## config.mk

```make
export PLATFORM = sky130hd
export DESIGN_NAME = bus_message_header_parser_unit
export DESIGN_NICKNAME = d
export VERILOG_FILES = /design/src/rtl/bmhp_pkg.sv /design/src/rtl/bmhp_field_step.sv /design/src/rtl/bus_message_header_parser_unit.sv
export SDC_FILE = /design/constraint.sdc
export NUM_CORES = 1
export LEC_CHECK = 0
export ABC_AREA = 1
export ABC_CLOCK_PERIOD_IN_PS = 7400
export BUFFER_PORTS_ARGS = -buffer_cell sky130_fd_sc_hd__buf_4
export CORE_MARGIN = 2
export CORE_UTILIZATION = 58
export CTS_BUF_LIST = sky130_fd_sc_hd__clkbuf_16
export DETAILED_ROUTE_END_ITERATION = 10
export GPL_TIMING_DRIVEN = 0
export PLACE_DENSITY_LB_ADDON = 0.12
export SYNTH_ARGS = -nofsm -noshare
export SYNTH_HDL_FRONTEND = slang
export SYNTH_SLANG_ARGS = --single-unit
```

## constraint.sdc

```tcl
create_clock -name clk -period 7.4 [get_ports clk]
set_input_delay 0.37 -clock clk [delete_from_list [all_inputs] [get_ports clk]]
set_output_delay 0.37 -clock clk [all_outputs]
set_load 0.05 [all_outputs]
```

## src/rtl/bmhp_pkg.sv

```systemverilog
package bmhp_pkg;

    localparam logic [7:0] MARK_LITTLE = 8'h6c;
    localparam logic [7:0] MARK_BIG    = 8'h42;
    localparam logic [7:0] SIG_STRING  = 8'h73;
    localparam logic [7:0] SIG_PATH    = 8'h6f;
    localparam logic [7:0] SIG_UINT    = 8'h75;

    localparam logic [16:0] HDR_BYTES  = 17'd16;
    localparam logic [16:0] HDR_LAST   = 17'd15;
    localparam logic [16:0] LIMIT_INIT = 17'h10000;

    localparam logic [2:0] ROLE_HEADER = 3'd0;
    localparam logic [2:0] ROLE_FRAME  = 3'd1;
    localparam logic [2:0] ROLE_STRING = 3'd2;
    localparam logic [2:0] ROLE_UINT   = 3'd3;
    localparam logic [2:0] ROLE_PAD    = 3'd4;
    localparam logic [2:0] ROLE_BODY   = 3'd5;

    localparam logic [1:0] ERR_NONE = 2'd0;
    localparam logic [1:0] ERR_MARK = 2'd1;
    localparam logic [1:0] ERR_SIZE = 2'd2;

    typedef enum logic [3:0] {
        PH_CODE,
        PH_SIGLEN,
        PH_SIG,
        PH_SIGPAD,
        PH_STRLEN,
        PH_STRBYTES,
        PH_STRZERO,
        PH_U32,
        PH_TRAILPAD,
        PH_SKIP
    } phase_t;

    typedef struct packed {
        phase_t      phase;
        logic [7:0]  code;
        logic [7:0]  sig_count;
        logic [15:0] sig_chars;
        logic [31:0] remaining;
        logic [31:0] word;
    } field_state_t;

    typedef struct packed {
        logic [2:0]  role;
        logic [7:0]  code;
        logic [31:0] word;
        logic        valid;
    } field_out_t;

endpackage

```

## src/rtl/bmhp_field_step.sv

```systemverilog
module bmhp_field_step
(
    input  bmhp_pkg::field_state_t st,
    input  logic [7:0]             data,
    input  logic [16:0]            rel,
    input  logic [31:0]            len,
    output bmhp_pkg::field_state_t st_next,
    output bmhp_pkg::field_out_t   res
);

    logic [17:0]      n;
    logic [33:0]      n_w;
    logic [33:0]      len_w;
    logic             n_aligned;
    logic             value_fits;
    logic [7:0]       cnt_next;
    logic [15:0]      chars_next;
    logic             known;
    logic [1:0]       idx;
    logic [31:0]      word_next;
    logic [2:0]       left_next;
    bmhp_pkg::phase_t phase_sig;
    bmhp_pkg::phase_t phase_pad;

    always_comb
    begin
        n          = 18'(rel) + 18'd1;
        n_w        = 34'(n);
        len_w      = 34'(len);
        n_aligned  = (n[2:0] == 3'd0);
        value_fits = (n_w + 34'd4) <= len_w;

        chars_next = st.sig_chars;
        if (st.sig_count == 8'd0)
        begin
            chars_next[7:0] = st.sig_chars[7:0] | data;
        end
        else if (st.sig_count == 8'd1)
        begin
            chars_next[15:8] = st.sig_chars[15:8] | data;
        end
        cnt_next = (st.sig_count != 8'hff) ? st.sig_count + 8'd1 : st.sig_count;
        known = (cnt_next >= 8'd2) && (chars_next[15:8] == 8'd0) &&
                (chars_next[7:0] == bmhp_pkg::SIG_STRING ||
                 chars_next[7:0] == bmhp_pkg::SIG_PATH ||
                 chars_next[7:0] == bmhp_pkg::SIG_UINT);
        phase_sig = (chars_next[7:0] == bmhp_pkg::SIG_UINT) ? bmhp_pkg::PH_U32
                                                            : bmhp_pkg::PH_STRLEN;
        phase_pad = (st.sig_chars[7:0] == bmhp_pkg::SIG_UINT) ? bmhp_pkg::PH_U32
                                                              : bmhp_pkg::PH_STRLEN;

        // little-endian word, first byte lowest
        idx       = 2'(3'd4 - st.remaining[2:0]);
        word_next = st.word | (32'(data) << {idx, 3'b000});
        left_next = st.remaining[2:0] - 3'd1;

        st_next   = st;
        res.role  = bmhp_pkg::ROLE_FRAME;
        res.code  = st.code;
        res.word  = 32'd0;
        res.valid = 1'b0;

        unique case (st.phase)
            bmhp_pkg::PH_CODE:
            begin
                if ((34'(rel) + 34'd4) > len_w)
                begin
                    st_next.phase = bmhp_pkg::PH_SKIP;
                    res.role      = bmhp_pkg::ROLE_PAD;
                    res.code      = 8'd0;
                end
                else
                begin
                    st_next.code  = data;
                    res.code      = data;
                    st_next.phase = bmhp_pkg::PH_SIGLEN;
                end
            end
            bmhp_pkg::PH_SIGLEN:
            begin
                if (data == 8'd0 || (n_w + 34'(data)) > len_w)
                begin
                    st_next.phase = bmhp_pkg::PH_SKIP;
                end
                else
                begin
                    st_next.sig_count = 8'd0;
                    st_next.sig_chars = 16'd0;
                    st_next.remaining = 32'(data);
                    st_next.phase     = bmhp_pkg::PH_SIG;
                end
            end
            bmhp_pkg::PH_SIG:
            begin
                st_next.sig_chars = chars_next;
                st_next.sig_count = cnt_next;
                st_next.remaining = st.remaining - 32'd1;
                if (st.remaining == 32'd1)
                begin
                    if (!known)
                    begin
                        st_next.phase = bmhp_pkg::PH_SKIP;
                    end
                    else if (!n_aligned)
                    begin
                        st_next.phase = bmhp_pkg::PH_SIGPAD;
                    end
                    else if (value_fits)
                    begin
                        st_next.remaining = 32'd4;
                        st_next.word      = 32'd0;
                        st_next.phase     = phase_sig;
                    end
                    else
                    begin
                        st_next.phase = bmhp_pkg::PH_SKIP;
                    end
                end
            end
            bmhp_pkg::PH_SIGPAD:
            begin
                res.role = bmhp_pkg::ROLE_PAD;
                if (n_aligned)
                begin
                    if (value_fits)
                    begin
                        st_next.remaining = 32'd4;
                        st_next.word      = 32'd0;
                        st_next.phase     = phase_pad;
                    end
                    else
                    begin
                        st_next.phase = bmhp_pkg::PH_SKIP;
                    end
                end
            end
            bmhp_pkg::PH_STRLEN:
            begin
                st_next.word      = word_next;
                st_next.remaining = 32'(left_next);
                if (left_next == 3'd0)
                begin
                    res.word  = word_next;
                    res.valid = 1'b1;
                    if ((n_w + 34'(word_next) + 34'd1) > len_w)
                    begin
                        st_next.phase = bmhp_pkg::PH_SKIP;
                    end
                    else if (word_next == 32'd0)
                    begin
                        st_next.phase = bmhp_pkg::PH_STRZERO;
                    end
                    else
                    begin
                        st_next.remaining = word_next;
                        st_next.phase     = bmhp_pkg::PH_STRBYTES;
                    end
                end
            end
            bmhp_pkg::PH_STRBYTES:
            begin
                res.role          = bmhp_pkg::ROLE_STRING;
                st_next.remaining = st.remaining - 32'd1;
                if (st.remaining == 32'd1)
                begin
                    st_next.phase = bmhp_pkg::PH_STRZERO;
                end
            end
            bmhp_pkg::PH_STRZERO:
            begin
                res.role      = bmhp_pkg::ROLE_STRING;
                st_next.phase = n_aligned ? bmhp_pkg::PH_CODE : bmhp_pkg::PH_TRAILPAD;
            end
            bmhp_pkg::PH_U32:
            begin
                res.role          = bmhp_pkg::ROLE_UINT;
                st_next.word      = word_next;
                st_next.remaining = 32'(left_next);
                if (left_next == 3'd0)
                begin
                    res.word      = word_next;
                    res.valid     = 1'b1;
                    st_next.phase = n_aligned ? bmhp_pkg::PH_CODE : bmhp_pkg::PH_TRAILPAD;
                end
            end
            bmhp_pkg::PH_TRAILPAD:
            begin
                res.role = bmhp_pkg::ROLE_PAD;
                if (n_aligned)
                begin
                    st_next.phase = bmhp_pkg::PH_CODE;
                end
            end
            default:
            begin
                st_next.phase = bmhp_pkg::PH_SKIP;
                res.role      = bmhp_pkg::ROLE_PAD;
                res.code      = 8'd0;
            end
        endcase
    end

endmodule

```

## src/rtl/bus_message_header_parser_unit.sv

```systemverilog
// Bus message header parser: one message byte in, one tagged byte out.
// Input channel: in_valid / in_stall with data_byte. A beat is taken at a
// clock edge with in_valid high and in_stall low.
// Output channel: out_valid / out_stall carrying byte_out, role, field_code,
// value_word, value_valid, message_last and error, one beat per input beat.
// Configuration: cfg_valid / cfg_ready with size_limit; cfg_ready is always
// high. Write it only while no byte is in flight.
// Each input beat passes through the input register, then the result
// register. Throughput is one byte per cycle while out_stall is low; the
// field walk and header checks sit in the single stage between the two.
// While out_stall is high the result register holds its beat and one more
// byte is taken into the input register; after that in_stall rises.
// Reset clears both stages, returns to the start of a message, clears the
// error and sets size_limit to 65536. An error stays until reset.
module bus_message_header_parser_unit
#(
    parameter int BUFFER_BYTES = 65536
)
(
    input  logic        clk,
    input  logic        rst_n,
    input  logic        in_valid,
    output logic        in_stall,
    input  logic [7:0]  data_byte,
    input  logic        cfg_valid,
    output logic        cfg_ready,
    input  logic [16:0] size_limit,
    output logic        out_valid,
    input  logic        out_stall,
    output logic [7:0]  byte_out,
    output logic [2:0]  role,
    output logic [7:0]  field_code,
    output logic [31:0] value_word,
    output logic        value_valid,
    output logic        message_last,
    output logic [1:0]  error
);

    localparam logic [33:0] BUF_LIMIT = 34'(BUFFER_BYTES);

    logic [16:0] limit_reg;
    logic        in_valid_reg;
    logic [7:0]  in_byte_reg;
    logic        res_valid_reg;
    logic [7:0]  byte_out_reg;
    logic [2:0]  role_reg;
    logic [7:0]  code_reg;
    logic [31:0] word_reg;
    logic        word_valid_reg;
    logic        last_reg;
    logic [1:0]  err_out_reg;

    logic [16:0] pos_reg,      pos_next;
    logic [31:0] fields_reg,   fields_next;
    logic [31:0] body_reg,     body_next;
    logic [32:0] area_end_reg, area_end_next;
    logic [16:0] total_reg,    total_next;
    logic [7:0]  first_reg,    first_next;
    logic [1:0]  err_reg,      err_next;
    bmhp_pkg::field_state_t field_reg, field_next;

    bmhp_pkg::field_state_t walk_state;
    bmhp_pkg::field_out_t   walk_out;

    logic        res_load;
    logic [16:0] rel;
    logic [33:0] total;
    logic [33:0] limit_w;
    logic [16:0] total_eff;
    logic [2:0]  role_next;
    logic [7:0]  code_next;
    logic [31:0] word_next;
    logic        valid_next;
    logic        last_next;

    assign res_load  = in_valid_reg && (!res_valid_reg || !out_stall);
    assign in_stall  = in_valid_reg && !res_load;
    assign cfg_ready = 1'b1;

    assign out_valid    = res_valid_reg;
    assign byte_out     = byte_out_reg;
    assign role         = role_reg;
    assign field_code   = code_reg;
    assign value_word   = word_reg;
    assign value_valid  = word_valid_reg;
    assign message_last = last_reg;
    assign error        = err_out_reg;

    assign rel = pos_reg - bmhp_pkg::HDR_BYTES;

    bmhp_field_step u_field_step
    (
        .st      (field_reg),
        .data    (in_byte_reg),
        .rel     (rel),
        .len     (fields_reg),
        .st_next (walk_state),
        .res     (walk_out)
    );

    always_comb
    begin
        pos_next      = pos_reg;
        fields_next   = fields_reg;
        body_next     = body_reg;
        area_end_next = area_end_reg;
        total_next    = total_reg;
        first_next    = first_reg;
        err_next      = err_reg;
        field_next    = field_reg;
        role_next     = bmhp_pkg::ROLE_PAD;
        code_next     = 8'd0;
        word_next     = 32'd0;
        valid_next    = 1'b0;
        last_next     = 1'b0;
        total         = '0;
        total_eff     = total_reg;

        limit_w = (34'(limit_reg) < BUF_LIMIT) ? 34'(limit_reg) : BUF_LIMIT;

        if (err_reg == bmhp_pkg::ERR_NONE)
        begin
            if (pos_reg < bmhp_pkg::HDR_BYTES)
            begin
                role_next = bmhp_pkg::ROLE_HEADER;
                if (pos_reg == 17'd0)
                begin
                    first_next = in_byte_reg;
                end
                if (pos_reg[3:2] == 2'd1)
                begin
                    body_next[{pos_reg[1:0], 3'b000} +: 8] = in_byte_reg;
                end
                if (pos_reg[3:2] == 2'd3)
                begin
                    fields_next[{pos_reg[1:0], 3'b000} +: 8] = in_byte_reg;
                end
                if (pos_reg == bmhp_pkg::HDR_LAST)
                begin
                    // end of field area rounded up to 8
                    area_end_next = (33'(fields_next) + 33'd23) & ~33'd7;
                    total         = 34'(area_end_next) + 34'(body_reg);
                    field_next.phase = bmhp_pkg::PH_CODE;
                    field_next.code  = 8'd0;
                    if (first_reg != bmhp_pkg::MARK_LITTLE && first_reg != bmhp_pkg::MARK_BIG)
                    begin
                        err_next = bmhp_pkg::ERR_MARK;
                    end
                    else if (total > limit_w)
                    begin
                        err_next = bmhp_pkg::ERR_SIZE;
                    end
                    else
                    begin
                        total_next = total[16:0];
                    end
                    total_eff = total_next;
                end
            end
            else if (34'(rel) < 34'(fields_reg))
            begin
                field_next = walk_state;
                role_next  = walk_out.role;
                code_next  = walk_out.code;
                word_next  = walk_out.word;
                valid_next = walk_out.valid;
            end
            else if (34'(pos_reg) < 34'(area_end_reg))
            begin
                role_next = bmhp_pkg::ROLE_PAD;
            end
            else
            begin
                role_next = bmhp_pkg::ROLE_BODY;
            end

            if (err_next == bmhp_pkg::ERR_NONE)
            begin
                if (pos_reg >= bmhp_pkg::HDR_LAST &&
                    (18'(pos_reg) + 18'd1) >= 18'(total_eff))
                begin
                    last_next = 1'b1;
                    pos_next  = 17'd0;
                end
                else
                begin
                    pos_next = pos_reg + 17'd1;
                end
            end
        end
    end

    always_ff @(posedge clk or negedge rst_n)
    begin
        if (!rst_n)
        begin
            limit_reg     <= bmhp_pkg::LIMIT_INIT;
            in_valid_reg  <= 1'b0;
            res_valid_reg <= 1'b0;
            pos_reg       <= 17'd0;
            fields_reg    <= 32'd0;
            body_reg      <= 32'd0;
            area_end_reg  <= 33'd16;
            total_reg     <= 17'd0;
            first_reg     <= 8'd0;
            err_reg       <= bmhp_pkg::ERR_NONE;
            field_reg     <= '{phase: bmhp_pkg::PH_CODE, default: '0};
        end
        else
        begin
            if (cfg_valid && cfg_ready)
            begin
                limit_reg <= size_limit;
            end
            if (in_valid && !in_stall)
            begin
                in_valid_reg <= 1'b1;
            end
            else if (res_load)
            begin
                in_valid_reg <= 1'b0;
            end
            if (res_load)
            begin
                res_valid_reg <= 1'b1;
            end
            else if (res_valid_reg && !out_stall)
            begin
                res_valid_reg <= 1'b0;
            end
            if (res_load)
            begin
                pos_reg      <= pos_next;
                fields_reg   <= fields_next;
                body_reg     <= body_next;
                area_end_reg <= area_end_next;
                total_reg    <= total_next;
                first_reg    <= first_next;
                err_reg      <= err_next;
                field_reg    <= field_next;
            end
        end
    end

    always_ff @(posedge clk)
    begin
        if (in_valid && !in_stall)
        begin
            in_byte_reg <= data_byte;
        end
        if (res_load)
        begin
            byte_out_reg   <= in_byte_reg;
            role_reg       <= role_next;
            code_reg       <= code_next;
            word_reg       <= word_next;
            word_valid_reg <= valid_next;
            last_reg       <= last_next;
            err_out_reg    <= err_next;
        end
    end

`ifndef ASSERT_OFF
    a_err_sticky: assert property (@(posedge clk) disable iff (!rst_n)
        err_reg != bmhp_pkg::ERR_NONE |=> err_reg == $past(err_reg))
        else $error("error code changed after being raised");

    a_pos_frozen: assert property (@(posedge clk) disable iff (!rst_n)
        err_reg != bmhp_pkg::ERR_NONE |=> $stable(pos_reg))
        else $error("byte position moved while in error");

    a_value_role: assert property (@(posedge clk) disable iff (!rst_n)
        res_valid_reg && word_valid_reg |->
            (role_reg == bmhp_pkg::ROLE_FRAME || role_reg == bmhp_pkg::ROLE_UINT))
        else $error("value reported on a byte of the wrong role");

    a_value_zero: assert property (@(posedge clk) disable iff (!rst_n)
        res_valid_reg && !word_valid_reg |-> word_reg == 32'd0)
        else $error("value word not zero without value_valid");

    a_last_clean: assert property (@(posedge clk) disable iff (!rst_n)
        res_valid_reg && last_reg |-> err_out_reg == bmhp_pkg::ERR_NONE)
        else $error("message end marked on an errored beat");
`endif

endmodule
```

==> flow_summary.ini <==
[critical_path]
cp_max_fo = 8
worstRegToRegCells = 53
worst-path-buf-inv = 12
worst-setup-path-type = reg2reg
critPathSlowestCell = dfrtp_2
required_ps = 7860
regToRegSetupSlack_ps = -110
regToRegEndpoint = pos_reg[1]
timing.critical_path.mode_cell = nand2_2
end_kind = register
cp.depth = 53
cp-startpoint = pos_reg[0]
crit_end = pos_reg[1]
r2r-start = pos_reg[0]
slowest_delay_ps = 430
critPathLaunchType = register
path_delay_family = simple AND/OR/NAND/NOR gates
crit_arrival_ps = 7970

[routing]
viasPerCell = 5.79
num_vias = 27723
routed_wirelength_mm = 91.9
drc_errors = 0
drt_iter0_markers = 2647
antenna_left = 0
dr.pass1.iters = 7
wire_per_inst_um = 19.2

[cells_and_area]
diodes = 0
num-nets-final = 4416
largest_register_ffs = 100
design_area_sq_mm = 0.0322
drive_gt1_share_pct = 17.1
area_delta_synth_final_pct = 20.8

[placement]
io_buffers = 85
dp_hpwl_mm = 68.0
placed_cell_area_sq_mm = 0.0282
place_congestion = 1.01

[cts]
clock-root-buffer = clkbuf_16
clk_pin_slew_worst_paths_ps = 70
cts.sinks = 320
cts_max_level = 2
clk_latency_ps = 580
clockBufferDepth = 3
cts-buffers-inserted = 37
cts_tree = built

[global_route]
grt_pass1_vias = 25490
grt_pass1_wl_mm = 137
gr-total-overflow = 0
grt_usage_pct = 36.9
antenna_found_initial = 0
grt_max_degree = 120

[outcome]
violations = negative setup slack
status = finished with violations

[sta]
rsz0062_at_grt = true
tightest_slew_ps = 1190
relSlewSlack_pct = 20.3
min_period_over_period_pct = 102
fin_ws_ps = -113
setup_viol = 16
holdWs_ps = 15.8
skew_ps = 17.0
slew_violations = 0
fmax_mhz = 133
finalHoldViolCount = 0
period_minus_slack_ps = 7510

[die]
die_area_sq_mm = 0.0477
coreArea_sq_mm = 0.0454
die_w_um = 218
start_util_pct = 58.7
io_pins = 88
std_cell_rows = 78
die_y_um = 218

[power_and_ir_drop]
switchingPower_mw = 1.18
p_int_mw = 3.09
swShare_pct = 27.6
power_density_mw_per_mm2 = 133
ir_worst_vdd_mv = 0.216
clkPwrFrac_pct = 45.1
p_leak_nw = 16.1
comb_power_share_pct = 11.2
seq_power_share_pct = 43.6

[logic_synthesis]
synth_area_sq_mm = 0.0267
synth_cells = 3903
synth_ff_type = dfrtp_1
async_reset_ff_share_pct = 80.3
synth_area_per_cell_sq_um = 6.83
ys_warn_count = 0
synth_cell_types = 60
ys_ff_latch = 320
synth_seq_area_share_pct = 31.2
synth_edf_count = 63

[worst_hold_path]
holdCritPathClass = in2reg

[job]
drv_cap = 0
==> what timing repair did <==
item	4_1_cts	5_1_grt
resized for setup	121	322
setup endpoints to repair	70	75
endpoints found under the hold margin	57	0
pin swaps	24	147
hold buffers	10	0
setup buffers	43	71
cloned	0	2
==> worst register-to-register path, delay by kind of cell (launching register included) <==
family | cells | cell delay, ps
adder cells (fa/ha/maj) | 4 | 1210
flip-flops | 1 | 430
AO/OA/AOI/OAI | 8 | 1120
buffers and inverters | 12 | 1290
XOR/XNOR | 1 | 180
AND/OR/NAND/NOR | 28 | 3130
==> cell families after synthesis <==
family / count (synthesis) / synth area share (%)
and+or+nand+nor: 1985 / 31.7
buffers and inverters: 658 / 9.53
AOI/OAI and AO/OA: 539 / 10.9
DFF: 320 / 31.2
adders and majority gates: 230 / 10.9
xor gates and xnor gates: 151 / 5.02
muxes: 18 / 0.760
other: 2 / 0.0282
==> how the worst min path moves through the flow <==
stage,startpoint,end,slack (ps),depth (start not counted)
floorplan,rst_n,area_end_reg[10],70,0
global placement,in_valid_reg,out_valid,440,2
detailed placement,rst_n,field_reg[50],300,1
CTS,size_limit[16],limit_reg[16],10,3
global route,size_limit[9],limit_reg[9],30,2
finish,size_limit[16],limit_reg[16],20,3
==> synthesized netlist by cell type (3+ instances only) <==
cell type	instances	area, sq um
nand2_1	1119	4200
inv_1	538	2020
nor2_1	368	1380
dfrtp_1	255	6380
ha_1	227	2840
nand3_1	217	1090
o21ai_0	199	996
a21oi_1	172	861
xor2_1	117	1020
nand4_1	96	601
o21ai_1	90	450
nor3_1	79	395
edfxtp_1	63	1890
clkbuf_1	51	191
nor4_1	38	238
xnor2_1	32	280
inv_2	30	113
buf_2	23	115
mux2_2	18	203
o21bai_1	17	128
nor2_2	13	81.3
nand3b_1	12	90.1
or2_2	11	68.8
nand2_2	9	56.3
o21a_1	9	67.6
a21o_1	8	60.1
a31oi_1	8	50.1
o211ai_1	8	60.1
buf_1	7	26.3
buf_4	7	52.6
nor3_2	7	70.1
nor2_4	5	56.3
a211oi_1	4	30.0
o22ai_1	4	25.0
and2_1	3	18.8
fa_1	3	60.1
nand3_2	3	30.0
o21ai_2	3	26.3
==> cell type report <==
| cell class | instances | area (sq um) |
|---|---|---|
| buffer | 88 | 443 |
| clock buffer | 37 | 926 |
| inverter | 568 | 2170 |
| fill | 3785 | 13200 |
| clock inverter | 31 | 313 |
| sequential | 320 | 8330 |
| tap | 600 | 751 |
| multi-input combinational | 2926 | 17500 |
| timing repair buffer | 215 | 1760 |
==> cells in the final DEF, fill, tap and decap left out, drive strengths merged, types with 9 or more instances in the layout <==
cell	n
clkbuf	87
nand3	221
dfrtp	255
xnor2	32
nor4	38
nand2	1128
ha	227
nor3	86
or2	12
edfxtp	63
xor2	119
buf	243
a21oi	172
o21a	9
clkinv	15
nand3b	12
o21ai	293
nand4	98
o21bai	17
mux2	18
dlygate4sd3	10
nor2	386
inv	573
==> layer usage <==
metal  up-vias  track usage, %  share of wire (%)
li1      13193               -                  -
met1     12894            44.7                 38
met2      1283            61.8                 47
met3       353            5.27                7.6
met4         0            23.4                7.4
met5         -               0                  0
==> power by group through the flow <==
stage	combinational (mW)	sequential (mW)	clock, mW
after CTS	0.465	1.86	1.93
after global routing	0.516	1.87	2.00
after detailed placement	0.444	1.90	0
final	0.480	1.87	1.93
after floorplan	0.182	1.99	0
after global placement	0.426	1.91	0
==> per-stage QoR <==
step / total power, mW / TNS [ps] / utilization [%] / setup WS (ps) / std cells
after global routing: 4.39 / -6380 / 71.0 / -402 / 4785
final: 4.27 / -1400 / 71.0 / -113 / 4785
after floorplan: 2.17 / 0 / - / 354 / 3904
after global placement: 2.33 / -66520 / 61.8 / -2180 / 4589
after CTS: 4.26 / 0 / 66.8 / 0.110 / 4713
after detailed placement: 2.34 / -54270 / 62.1 / -2270 / 4593
No activity file was read; power rests on OpenSTA's default activity.
